--- src/rtl/core/ryuv_pkg.sv ---
// ----------------------------------------------------------------------------
// ryuv_pkg
// Shared widths, conversion coefficients, register indexes and the queue
// entry passed from the pixel front end to the conversion back end.
// ----------------------------------------------------------------------------
package ryuv_pkg;

	localparam int COMP_W = 8;
	localparam int CFG_W  = 13;
	localparam int CNT_W  = 14;
	localparam int LIDX_W = 24;
	localparam int CIDX_W = 22;
	localparam int APB_AW = 3;
	localparam int APB_DW = 32;

	localparam int QUEUE_DEPTH = 4;

	localparam int Y_R   = 66;
	localparam int Y_G   = 129;
	localparam int Y_B   = 25;
	localparam int U_R   = -38;
	localparam int U_G   = -74;
	localparam int U_B   = 112;
	localparam int V_R   = 112;
	localparam int V_G   = -94;
	localparam int V_B   = -18;
	localparam int Y_OFF = 16;
	localparam int C_OFF = 128;

	localparam int FRAME_WIDTH_RST  = 640;
	localparam int FRAME_HEIGHT_RST = 480;

	typedef enum logic [0:0] {
		REG_FRAME_WIDTH  = 1'b0,
		REG_FRAME_HEIGHT = 1'b1
	} reg_idx_t;

	typedef struct packed {
		logic [COMP_W-1:0] red;
		logic [COMP_W-1:0] green;
		logic [COMP_W-1:0] blue;
		logic [CNT_W-1:0]  col;
		logic [CNT_W-1:0]  row;
		logic              chroma_valid;
		logic              end_of_frame;
	} work_t;

endpackage

--- src/rtl/core/ryuv_pix_if.sv ---
// ----------------------------------------------------------------------------
// ryuv_pix_if
// RGB24 pixel channel with valid/ready handshake.
// ----------------------------------------------------------------------------
interface ryuv_pix_if;

	logic                          valid;
	logic                          ready;
	logic [ryuv_pkg::COMP_W-1:0]   red;
	logic [ryuv_pkg::COMP_W-1:0]   green;
	logic [ryuv_pkg::COMP_W-1:0]   blue;

	modport source (output valid, output red, output green, output blue, input ready);
	modport sink   (input valid, input red, input green, input blue, output ready);

endinterface

--- src/rtl/core/ryuv_front.sv ---
// ----------------------------------------------------------------------------
// ryuv_front
// Accepts pixels, tracks raster position and tags each transaction with its
// position, chroma sampling and end-of-frame before queueing it.
// ----------------------------------------------------------------------------
module ryuv_front #(
	parameter int COL_W = 12,
	parameter int ROW_W = 12
) (
	input  logic                         clk,
	input  logic                         arst_n,
	ryuv_pix_if.sink                     pixel,
	input  logic [ryuv_pkg::CFG_W-1:0]   width_eff,
	input  logic [ryuv_pkg::CFG_W-1:0]   height_eff,
	input  logic                         q_full,
	output logic                         q_push,
	output ryuv_pkg::work_t              q_data
);

	logic [COL_W-1:0] col_q;
	logic [ROW_W-1:0] row_q;
	logic             last_col;
	logic             last_row;

	assign pixel.ready = !q_full;
	assign q_push      = pixel.valid && !q_full;

	assign last_col = ryuv_pkg::CNT_W'(col_q) >=
		(ryuv_pkg::CNT_W'(width_eff) - ryuv_pkg::CNT_W'(1));
	assign last_row = ryuv_pkg::CNT_W'(row_q) >=
		(ryuv_pkg::CNT_W'(height_eff) - ryuv_pkg::CNT_W'(1));

	always_comb begin
		q_data.red          = pixel.red;
		q_data.green        = pixel.green;
		q_data.blue         = pixel.blue;
		q_data.col          = ryuv_pkg::CNT_W'(col_q);
		q_data.row          = ryuv_pkg::CNT_W'(row_q);
		q_data.chroma_valid = !col_q[0] && !row_q[0];
		q_data.end_of_frame = last_col && last_row;
	end

	always_ff @(posedge clk or negedge arst_n) begin
		if (!arst_n) begin
			col_q <= '0;
			row_q <= '0;
		end else if (q_push) begin
			if (last_col) begin
				col_q <= '0;
				row_q <= last_row ? '0 : row_q + 1'b1;
			end else begin
				col_q <= col_q + 1'b1;
			end
		end
	end

endmodule

--- src/flat_wrapper.sv ---
// flat-port wrapper written by rule: the top's interface ports become plain ports
module ryuv_front_flat 
#(
	parameter int COL_W = 12,
	parameter int ROW_W = 12
)
  (clk, arst_n, width_eff, height_eff, q_full, q_push, q_data, pixel_valid, pixel_red, pixel_green, pixel_blue, pixel_ready);
  ryuv_pix_if pixel_i ();
  input  logic clk;
  input  logic arst_n;
  input  logic [ryuv_pkg::CFG_W-1:0] width_eff;
  input  logic [ryuv_pkg::CFG_W-1:0] height_eff;
  input  logic q_full;
  output logic q_push;
  output ryuv_pkg::work_t q_data;
  input wire logic [$bits(pixel_i.valid)-1:0] pixel_valid;
  input wire logic [$bits(pixel_i.red)-1:0] pixel_red;
  input wire logic [$bits(pixel_i.green)-1:0] pixel_green;
  input wire logic [$bits(pixel_i.blue)-1:0] pixel_blue;
  output wire logic [$bits(pixel_i.ready)-1:0] pixel_ready;
  assign pixel_i.valid = pixel_valid;
  assign pixel_i.red = pixel_red;
  assign pixel_i.green = pixel_green;
  assign pixel_i.blue = pixel_blue;
  assign pixel_ready = pixel_i.ready;
  ryuv_front #(.COL_W(COL_W), .ROW_W(ROW_W)) u_core (.clk(clk), .arst_n(arst_n), .pixel(pixel_i), .width_eff(width_eff), .height_eff(height_eff), .q_full(q_full), .q_push(q_push), .q_data(q_data));
endmodule
--- config.mk ---
export PLATFORM = sky130hd
export DESIGN_NAME = ryuv_front_flat
export DESIGN_NICKNAME = d
export VERILOG_FILES = /design/src/rtl/core/ryuv_pkg.sv /design/src/rtl/core/ryuv_pix_if.sv /design/src/rtl/core/ryuv_front.sv /design/src/flat_wrapper.sv
export SDC_FILE = /design/constraint.sdc
export NUM_CORES = 1
export LEC_CHECK = 0
export ABC_AREA = 1
export BUFFER_PORTS_ARGS = -buffer_cell sky130_fd_sc_hd__buf_4
export CELL_PAD_IN_SITES_DETAIL_PLACEMENT = 1
export CELL_PAD_IN_SITES_GLOBAL_PLACEMENT = 2
export CORE_ASPECT_RATIO = 2
export CORE_UTILIZATION = 25
export CTS_CLUSTER_SIZE = 40
export DETAILED_ROUTE_END_ITERATION = 8
export PLACE_DENSITY_LB_ADDON = 0.3
export SLEW_MARGIN = 5
export SYNTH_ARGS = -nofsm -noshare
export SYNTH_HDL_FRONTEND = slang
export SYNTH_SLANG_ARGS = --single-unit
--- constraint.sdc ---
create_clock -name clk -period 2.64 [get_ports clk]
set_input_delay 0.264 -clock clk [delete_from_list [all_inputs] [get_ports clk]]
set_output_delay 0.264 -clock clk [all_outputs]
set_load 0.01 [all_outputs]
==> metrics.cfg <==
[power_and_ir_drop]
power.switching_mw=0.5821
swShare=0.3836
finalPower_mw=1.517
seq_power_share=0.360
ir_drop_v=0.0002031
leakagePower_nw=1.813
pwr-share-clk=0.216
p_per_area_mw_per_mm2=441.0
combPwrFrac=0.425
internal-power_mw=0.9353

[sta]
tns_ns=0
min_period_ns=2.512
rsz0062_at_grt=yes
max_freq_mhz=398.1
slew_headroom=0.6701
period_share=0.9516
slew_violations=0
skew_ns=0.003024
worst_pin_slew_ns=0.4911
hold_violations=0
fin_ws_ns=0.1278
setup_violations=0

[clock_tree]
insertion_delay_ns=0.26
clock_path_buffers=2
cts_num_sinks=24
numCtsBuffers=3
cts_tree=yes
cts-root-buf=clkbuf_16
clkTransAtPathRegs_ns=0.06
cts_max_level=1

[cells_and_area]
final_cell_area_mm2=0.003441
nFillCells=1394
layout_common_cells=nand2_1, buf_4, inv_1, nor2_1, nand3_1
antenna_cells=0
final_nets=524
synthToLayoutAreaGrowth_pct=27.79
final_common_cell=nand2_1
drive_gt1_frac=0.2818

[yosys]
synth_cells=388
synth-seq-cells=24
yosysWarningCount=0
synth-seq-area-share=0.2230
post_synth.cell_area_avg_um2=6.940
syn_area_mm2=0.002693
synth_cell_types=29

[grt]
grt_pass1_wl_mm=12.64
grt-ovfl-total=0
grt_pass1_vias=2755
antenna_found_initial=0
grt_start_max_net_pins=25
grt.total_usage=0.1497

[floorplanning]
core_mm2=0.01048
initial_core_util=0.2570
design.die.area_mm2=0.01121
die_h_um=148.8
fp.dieW_um=75.39
pin_count=110
placementRows=53

[worst_setup_path]
cp_max_fo=2
crit_type=primary input to output pin
cp.required_ns=2.38
arrival_ns=2.25
startpoint_type=primary input
cp-end-kind=output pin

[place]
dpl-instance-area_mm2=0.003221
place_hpwl_mm=6.751
port_buffers=57
gp_congestion=0.7624
pre_cts_slack_ns=-0.1334

[detailed_routing]
vias=2598
postRouteAntennaNets=0
drc_errors=0
wire_per_inst_um=13.88
drtPass1Iterations=3
wl_mm=8.011
via_per_inst=4.503
first_iter_violations=53

[hold_path]
hold_class=primary input to register

[status]
status=completed

[run]
drv_cap=0

-- registers in the layout, indices dropped and copies added, names as in the netlist --
signal and cells:
u_core.col_q 12, u_core.row_q 12
-- metrics by stage --
step | std cells | utilization | hold slack, ns
2_1_floorplan | 391 | - | -0.03159
3_3_place_gp | 571 | 0.3074 | 0.1959
3_5_place_dp | 571 | 0.3074 | 0.1908
4_1_cts | 577 | 0.3203 | 0.4246
5_1_grt | 577 | 0.3284 | 0.4805
6_report | 577 | 0.3284 | 0.4179
-- cells by family after synthesis --
group,count (synthesis),share of synthesized area
compound gates,16,0.03160
xor+xnor,32,0.1069
fa+ha+maj,28,0.1301
buf+inv,91,0.1784
flops,24,0.2230
other cells,1,0.001393
simple gates,196,0.3285
-- layout make-up --
cell class,count,area [um^2],share of cell area
multi-input combinational,276,1732,0.5033
timing repair buffer,79,644.4,0.1873
sequential,24,600.6,0.1745
inverter,58,217.7,0.06327
tap,137,171.4,0.04982
clock buffer,3,75.07,0.02182
-- worst paths after layout --
kind                       cells after the start                           end  slack (ns)                         start
setup / recovery                              19                     q_data[0]        0.13                 height_eff[1]
hold / removal                                 6   u_core.col_q[2]$_DFFE_PN0P_        0.42                        q_full
setup reg to reg                              15   u_core.row_q[8]$_DFFE_PN0P_        0.62   u_core.col_q[3]$_DFFE_PN0P_
hold reg to reg                                2  u_core.row_q[11]$_DFFE_PN0P_        0.57  u_core.row_q[11]$_DFFE_PN0P_
max in group asynchronous                      2  u_core.col_q[10]$_DFFE_PN0P_        1.94                        arst_n
min in group asynchronous                      2   u_core.row_q[2]$_DFFE_PN0P_        0.44                        arst_n
-- metal layers --
layer  track usage  wire, um  part of all wire  up-vias
met1        0.1347      2686              0.34     1248
met2        0.3223      5036              0.63       59
met4       0.04352       102             0.013        0
met3       0.01014       186             0.023        5
met5             0         0                 0        -
li1              -         -                 -     1286
-- power by group through the flow --
stage	sequential [mW]	clock (mW)	combinational, mW
CTS	0.553	0.345	0.637
detailed placement	0.559	0	0.627
floorplan	0.550	0	0.360
finish	0.546	0.327	0.644
global placement	0.556	0	0.601
global route	0.567	0.349	0.734
-- critical path: stages --
cell	delay, ns
buf_4	0.11
nor2_2	0.10
nand2_2	0.09
nor3_4	0.14
buf_4	0.14
xor2_1	0.13
inv_1	0.08
ha_4	0.28
nand2_2	0.07
nor2_2	0.13
o21ai_0	0.09
nand3_1	0.09
nand2_1	0.05
nand2_1	0.05
nand2_1	0.05
nand2_1	0.06
nand2_2	0.07
nor2_2	0.14
buf_6	0.12
-- repair_timing --
item                                    CTS  global route
endpoints found under the setup margin    1             1
pin swaps                                 2            14
hold buffers                              1             0
setup buffers                             2             0
hold endpoints to repair                 24             0
gates resized for setup                   8            29
-- synthesized netlist by cell type, drive strengths merged --
master  number  share of area
a21o         1         0.0028
a21oi       10          0.019
buf         33          0.098
conb         1         0.0014
dfrtp       24           0.22
ha          28           0.13
inv         58          0.081
nand2       91           0.13
nand3       34          0.067
nand3b       6          0.017
nand4        4         0.0093
nor2        45          0.069
nor3        10          0.022
nor3b        1         0.0028
nor4         2         0.0046
o21ai        4         0.0074
o21bai       1         0.0028
or2          3         0.0070
xnor2       16          0.055
xor2        16          0.052
Note: power is estimated with default switching activity, not from simulation.
