<file path="config.mk">
export PLATFORM = sky130hd
export DESIGN_NAME = ryuv_queue
export DESIGN_NICKNAME = d
export VERILOG_FILES = /design/src/rtl/core/ryuv_pkg.sv /design/src/rtl/core/ryuv_queue.sv
export SDC_FILE = /design/constraint.sdc
export NUM_CORES = 1
export LEC_CHECK = 0
export CAP_MARGIN = 20
export CORE_ASPECT_RATIO = 0.5
export CORE_MARGIN = 3
export CORE_UTILIZATION = 40
export CTS_CLUSTER_DIAMETER = 120
export DETAILED_ROUTE_END_ITERATION = 16
export DONT_BUFFER_PORTS = 1
export MAX_ROUTING_LAYER = met4
export PLACE_DENSITY = 0.65
export RECOVER_POWER = 50
export SLEW_MARGIN = 40
export SYNTH_ARGS = -nofsm -noshare
export SYNTH_HDL_FRONTEND = slang
export SYNTH_SLANG_ARGS = --single-unit
</file>
<file path="constraint.sdc">
create_clock -name clk -period 2.8 [get_ports clk]
set_clock_uncertainty 0.05 [all_clocks]
set_input_delay 0.56 -clock clk [delete_from_list [all_inputs] [get_ports clk]]
set_output_delay 0.56 -clock clk [all_outputs]
set_load 0.02 [all_outputs]
</file>
<file path="src/rtl/core/ryuv_pkg.sv">
// ----------------------------------------------------------------------------
// ryuv_pkg
// Shared widths, conversion coefficients, register indexes and the queue
// entry passed from the pixel front end to the conversion back end.
// ----------------------------------------------------------------------------
package ryuv_pkg;

	localparam int COMP_W = 8;
	localparam int CFG_W  = 13;
	localparam int CNT_W  = 14;
	localparam int LIDX_W = 24;
	localparam int CIDX_W = 22;
	localparam int APB_AW = 3;
	localparam int APB_DW = 32;

	localparam int QUEUE_DEPTH = 4;

	localparam int Y_R   = 66;
	localparam int Y_G   = 129;
	localparam int Y_B   = 25;
	localparam int U_R   = -38;
	localparam int U_G   = -74;
	localparam int U_B   = 112;
	localparam int V_R   = 112;
	localparam int V_G   = -94;
	localparam int V_B   = -18;
	localparam int Y_OFF = 16;
	localparam int C_OFF = 128;

	localparam int FRAME_WIDTH_RST  = 640;
	localparam int FRAME_HEIGHT_RST = 480;

	typedef enum logic [0:0] {
		REG_FRAME_WIDTH  = 1'b0,
		REG_FRAME_HEIGHT = 1'b1
	} reg_idx_t;

	typedef struct packed {
		logic [COMP_W-1:0] red;
		logic [COMP_W-1:0] green;
		logic [COMP_W-1:0] blue;
		logic [CNT_W-1:0]  col;
		logic [CNT_W-1:0]  row;
		logic              chroma_valid;
		logic              end_of_frame;
	} work_t;

endpackage

</file>
<file path="src/rtl/core/ryuv_queue.sv">
// ----------------------------------------------------------------------------
// ryuv_queue
// Short FIFO between front end and back end so each side stalls on its own.
// ----------------------------------------------------------------------------
module ryuv_queue (
	input  logic             clk,
	input  logic             arst_n,
	input  logic             push,
	input  ryuv_pkg::work_t  push_data,
	input  logic             pop,
	output logic             full,
	output logic             not_empty,
	output ryuv_pkg::work_t  head
);

	localparam int AW = (ryuv_pkg::QUEUE_DEPTH > 1) ? $clog2(ryuv_pkg::QUEUE_DEPTH) : 1;
	localparam int NW = $clog2(ryuv_pkg::QUEUE_DEPTH + 1);

	ryuv_pkg::work_t mem_q [ryuv_pkg::QUEUE_DEPTH];
	logic [AW-1:0]   wr_ptr_q;
	logic [AW-1:0]   rd_ptr_q;
	logic [NW-1:0]   count_q;
	logic            do_push;
	logic            do_pop;

	assign full      = count_q == NW'(ryuv_pkg::QUEUE_DEPTH);
	assign not_empty = count_q != '0;
	assign do_push   = push && !full;
	assign do_pop    = pop && not_empty;
	assign head      = mem_q[rd_ptr_q];

	always_ff @(posedge clk) begin
		if (do_push) begin
			mem_q[wr_ptr_q] <= push_data;
		end
	end

	always_ff @(posedge clk or negedge arst_n) begin
		if (!arst_n) begin
			wr_ptr_q <= '0;
			rd_ptr_q <= '0;
			count_q  <= '0;
		end else begin
			if (do_push) begin
				wr_ptr_q <= (wr_ptr_q == AW'(ryuv_pkg::QUEUE_DEPTH - 1)) ? '0 : wr_ptr_q + 1'b1;
			end
			if (do_pop) begin
				rd_ptr_q <= (rd_ptr_q == AW'(ryuv_pkg::QUEUE_DEPTH - 1)) ? '0 : rd_ptr_q + 1'b1;
			end
			case ({do_push, do_pop})
				2'b10:   count_q <= count_q + 1'b1;
				2'b01:   count_q <= count_q - 1'b1;
				default: count_q <= count_q;
			endcase
		end
	end

endmodule

</file>
==> results of run 1 <==
-- power groups by stage --
stage          Combinational (uW)  Clock [uW]  Sequential, uW
5_1_grt                      3090        3020            4750
3_5_place_dp                 2980           0            4770
2_1_floorplan                2490           0            4620
6_report                     2890        2780            4690
4_1_cts                      2990        2870            4700
3_3_place_gp                 2910           0            4700
-- flip-flops by register name (all words and copies together) (netlist names) --
| signal | count |
|---|---|
| mem_q | 216 |
| count_q | 3 |
| rd_ptr_q | 2 |
| wr_ptr_q | 2 |
-- layout make-up --
class / instances / area (um2)
Tap cell: 266 / 333
Fill cell: 1594 / 10500
Clock inverter: 12 / 144
Inverter: 7 / 26.3
Multi-Input combinational cell: 80 / 1470
Sequential cell: 223 / 6670
Timing Repair Buffer: 12 / 113
Clock buffer: 23 / 533
-- final timing paths --
check,startpoint,endpoint,slack [ps],cells past startpoint
max in group asynchronous,arst_n,rd_ptr_q[0],2040,1
hold / removal,push_data[37],mem_q[3][37],120,0
setup reg to reg,count_q[0],count_q[2],160,9
setup / recovery,rd_ptr_q[1],head[31],100,2
min in group asynchronous,arst_n,wr_ptr_q[0],360,1
hold reg to reg,count_q[2],count_q[2],470,1
-- worst register-to-register path: cells and delay by family, from the launching register on --
kind / cells / cell delay [ps]
xor gates and xnor gates: 2 / 320
adders and majority gates: 2 / 590
buffers and inverters: 2 / 170
DFF: 1 / 420
and+or+nand+nor: 3 / 990
-- placed cells by master, fill, tap and decap left out, types with 3 or more instances in the layout --
cell,netlist,layout
dfrtp_1,7,5
bufinv_16,0,3
mux4_2,54,54
clkinv_1,0,5
ha_1,6,6
inv_1,7,7
mux2_2,4,4
and2_2,0,4
clkbuf_16,0,21
edfxtp_1,216,216
nor2_1,3,3
buf_4,1,7
-- metal layers --
layer  routed length [um]  global-route usage (%)
met1                 5800                    16.2
met2                 7510                    22.7
met3                  868                    3.70
met4                  225                    2.96
met5                    0                       -
-- timing repair --
| action | in CTS | in global routing |
|---|---|---|
| resized for setup | 0 | 0 |
| endpoints found under the setup margin | 0 | 0 |
| hold buffers | 1 | 0 |
| hold endpoints to repair | 7 | 0 |
-- stage by stage --
stage / cell area, um2 / hold slack (ps) / util, %
finish: 9280 / 115 / 46.8
global route: 9280 / 84.2 / 46.8
CTS: 9290 / 94.7 / 46.9
detailed placement: 8600 / 215 / 43.4
global placement: 8600 / 215 / 43.4
floorplan: 8250 / 214 / -
-- kinds of logic (layout without fill, tap and decap cells) --
| kind of cell | Yosys count | in the layout | synth area share [%] |
|---|---|---|---|
| xor+xnor | 3 | 3 | 0.319 |
| buf+inv | 19 | 54 | 1.46 |
| mux | 59 | 59 | 15.4 |
| flops | 223 | 223 | 80.8 |
| simple gates | 11 | 11 | 0.880 |
| fa+ha+maj | 7 | 7 | 1.15 |
==> results.toml, run 1 <==
[final_layout]
num_antenna_cells = 0
fin_cells = 623
syn_to_final_growth_pct = 12.5
drive_above_1_share_pct = 29.4
nets = 410

[floorplan]
num_rows = 36
die_width_um = 209
start_util_pct = 41.6
die_y_um = 108
dieArea_um2 = 22500
io-pin-count = 114
coreArea_um2 = 19800

[detailed_routing]
vias = 3315
wl_mm = 14.4
dr.pass1.iters = 4
detail-route-antenna-nets = 0
post_drt_via_cell_ratio = 5.32
routedWlPerCell_um = 23.1
drc_errors = 0
drt_iter0_drc = 224

[global_routing]
first_global_vias = 3626
grt_antenna_before_repair = 0
grt_pass1_wl_mm = 21.9
grt_usage_pct = 13.3
grt_overflow = 0
grt_max_degree = 34

[sta]
relSlewSlack_pct = 46.4
finalMaxSlewViolations = 0
finalHoldViolations = 0
setup_viol = 0
fmax_ghz = 0.370
worst_pin_slew_ps = 802
fin_crit_ps = 2700
rsz0062_at_grt = "no"
tns_ps = 0
setup_ws_ps = 97.6
min_period_over_period_pct = 96.5

[power]
swShare_pct = 30.9
total_power_uw = 10400
sequentialPowerShare_pct = 45.3
switchingPower_uw = 3200
ir_worst_vdd_mv = 0.646
power.density_nw_per_um2 = 1120
power.leakage_uw = 0.00295
clkPwrFrac_pct = 26.8
combPwrFrac_pct = 27.9
power.internal_uw = 7150

[place]
portBuffers = 0
dp.cells = 587
place.gp.congestion = 0.692
pre_cts_ws_ps = 444
place_hpwl_mm = 9.36

[clock_tree]
cts_tree = "done"
clockBufferDepth = 3
cts_root_buffer = "clkbuf_16"
cts_buffers = 21
clkTransAtPathRegs_ps = 60
htree_levels = 1
clkLatencyLatePin_ps = 490
clock_sinks = 223
post-cts-setup-buffers = 0

[critical_path]
worstSetupEndpointType = "primary output"
cp-start-kind = "flop"
path_cells = "buf_12, mux4_2"
max_stage_delay_ps = 880
worst-path-buf-inv = 1
critPathKind = "reg2out"
critical_path_required_ps = 2190
crit_family = "flip-flops"
cp_max_fo = 29
critPathSlowestCell = "dfrtp_2"
cp_data_arrival_time_ps = 2090

[outcome]
status = "complete, no violations"

[synthesis]
synth_ff_type = "edfxtp_1"
async_reset_ff_share_pct = 3.14
synth.top_cell.area_share_pct = 78.7
synth-seq-cells = 223
ys_seq_area_share_pct = 80.8
syn_area_um2 = 8250
yosysWarningCount = 0
synth_top_area_cell = "edfxtp_1"
synth_common_cells = "edfxtp_1 (216), mux4_2 (54), dfrtp_1 (7), inv_1 (7)"
synth_edf_count = 216
syn_inst = 322
yosys.cell_types.count = 19
synth_most_common_cell = "edfxtp_1"
synth_nets = 387
avgSynthCellArea_um2 = 25.6
synth.area.top_cells = "edfxtp_1 (79%), mux4_2 (15%), dfrtp_1 (2.1%)"

[worst_hold_path]
holdCritPathClass = "in2reg"

[flow_run]
maxCapViolCount = 0
Note: power is estimated with default switching activity, not from simulation.
==> run 2, diff against run 1 <==
Clock period 2.8 ns to 2.7 ns, I/O delays scaled along.
==> results.toml, run 2 (synthesized netlist as in run 1, its figures left out) <==
[global_routing]
grt_antenna_before_repair = 0
grt_max_degree = 31
grt_usage_pct = 13.5
first_global_vias = 3720
grt_pass1_wl_mm = 22.3
grt_overflow = 0

[critical_path]
worstSetupEndpointType = "primary output"
critPathSlowestCell = "mux4_2"
max_stage_delay_ps = 630
cp-start-kind = "flop"
critical_path_required_ps = 2110
path_cells = "buf_12, mux4_2"
cp_data_arrival_time_ps = 1850
cp_max_fo = 28
critPathKind = "reg2out"

[floorplan]
io-pin-count = 114
coreArea_um2 = 19800
dieArea_um2 = 22500
die_y_um = 108
die_width_um = 209
start_util_pct = 41.6
num_rows = 36

[detailed_routing]
post_drt_via_cell_ratio = 5.27
wl_mm = 14.6
vias = 3266
dr.pass1.iters = 6
drt_iter0_drc = 169
drc_errors = 0
detail-route-antenna-nets = 0
routedWlPerCell_um = 23.5

[sta]
rsz0062_at_grt = "no"
worst_pin_slew_ps = 723
relSlewSlack_pct = 51.8
min_period_over_period_pct = 90.3
fmax_ghz = 0.410
setup_viol = 0
tns_ps = 0
fin_crit_ps = 2440
finalMaxSlewViolations = 0
finalHoldViolations = 0

[clock_tree]
htree_levels = 1
cts_tree = "done"
cts_root_buffer = "clkbuf_16"
clkLatencyLatePin_ps = 490
clock_sinks = 223
clkTransAtPathRegs_ps = 60
cts_buffers = 20
clockBufferDepth = 3

[final_layout]
regMostFlops = "mem_q"
drive_above_1_share_pct = 28.5
largestRegisters = "mem_q (216), count_q (3)"
syn_to_final_growth_pct = 11.3
multi_input_area_um2 = 1460
largest_reg_flops = 216
fin_util_pct = 46.3
final_cell_mix = "edfxtp_1 (216), mux4_2 (54), clkbuf_16 (21)"
fin_cells = 620
design_area_um2 = 9180
nFillCells = 1608
num_antenna_cells = 0
nets = 411
final_common_cell = "edfxtp_1"
regArea_um2 = 6670

[place]
portBuffers = 0
place_hpwl_mm = 9.60
dp.cells = 589
place_area_um2 = 8620
place.gp.congestion = 0.765

[flow_run]
maxCapViolCount = 0

[power]
ir_worst_vdd_mv = 0.768
combPwrFrac_pct = 30.0
power.density_nw_per_um2 = 1130
clkPwrFrac_pct = 24.2
power.internal_uw = 7110
swShare_pct = 31.7
switchingPower_uw = 3300
sequentialPowerShare_pct = 45.8
power.leakage_uw = 0.00290

[outcome]
status = "complete, no violations"

[worst_hold_path]
holdCritPathClass = "in2reg"
==> run 2: routing by layer <==
| metal | track usage, % | wire length, um | vias to the layer above |
|---|---|---|---|
| met1 | 15.8 | 5830 | 1787 |
| li1 | - | - | 1401 |
| met2 | 24.0 | 7790 | 58 |
| met4 | 3.01 | 267 | 0 |
| met3 | 3.23 | 668 | 20 |
| met5 | - | 0 | - |
==> run 2: power groups by stage <==
stage	registers, uW	logic, uW	clock network, uW
after floorplan	4790	2590	0
after global placement	4790	3120	0
after detailed placement	4850	3240	0
after CTS	4780	3260	2610
after global routing	4820	3350	2750
final	4770	3120	2520
==> run 2: path summary, 6_finish.rpt <==
kind / from / to / slack [ps] / depth (start not counted)
min: push_data[45] / mem_q[3][45] / 90 / 0
max in group asynchronous: arst_n / rd_ptr_q[0] / 1990 / 1
max reg2reg: count_q[2] / mem_q[2][24] / 290 / 5
min in group asynchronous: arst_n / count_q[0] / 330 / 1
min reg2reg: count_q[2] / count_q[2] / 460 / 1
max: rd_ptr_q[0] / head[30] / 260 / 2
==> run 2: area by class of cell <==
| cell class | count | area share [%] |
|---|---|---|
| sequential | 223 | 72.6 |
| tap | 266 | 3.63 |
| multi-input combinational | 80 | 15.9 |
| inverter | 7 | 0.286 |
| clock buffer | 24 | 5.85 |
| timing repair buffer | 14 | 1.38 |
| clock inverter | 6 | 0.354 |
==> run 2: stage by stage <==
stage,setup slack [ps],power (uW),hold WS (ps)
2_1_floorplan,112,7380,194
3_3_place_gp,669,7910,195
3_5_place_dp,534,8090,195
4_1_cts,219,10600,73.8
5_1_grt,111,10900,66.2
6_report,263,10400,93.0
==> run 2: critical path, delay by kind of cell (launching register included) <==
kind     cells  cell delay, ps
mux          1             630
flops        1             440
buf+inv      1             240
==> run 2: what timing repair did <==
action,4_1_cts,5_1_grt
setup buffers,0,0
endpoints found under the setup margin,0,0
hold endpoints to repair,7,0
hold buffers,1,0
resized for setup,0,0
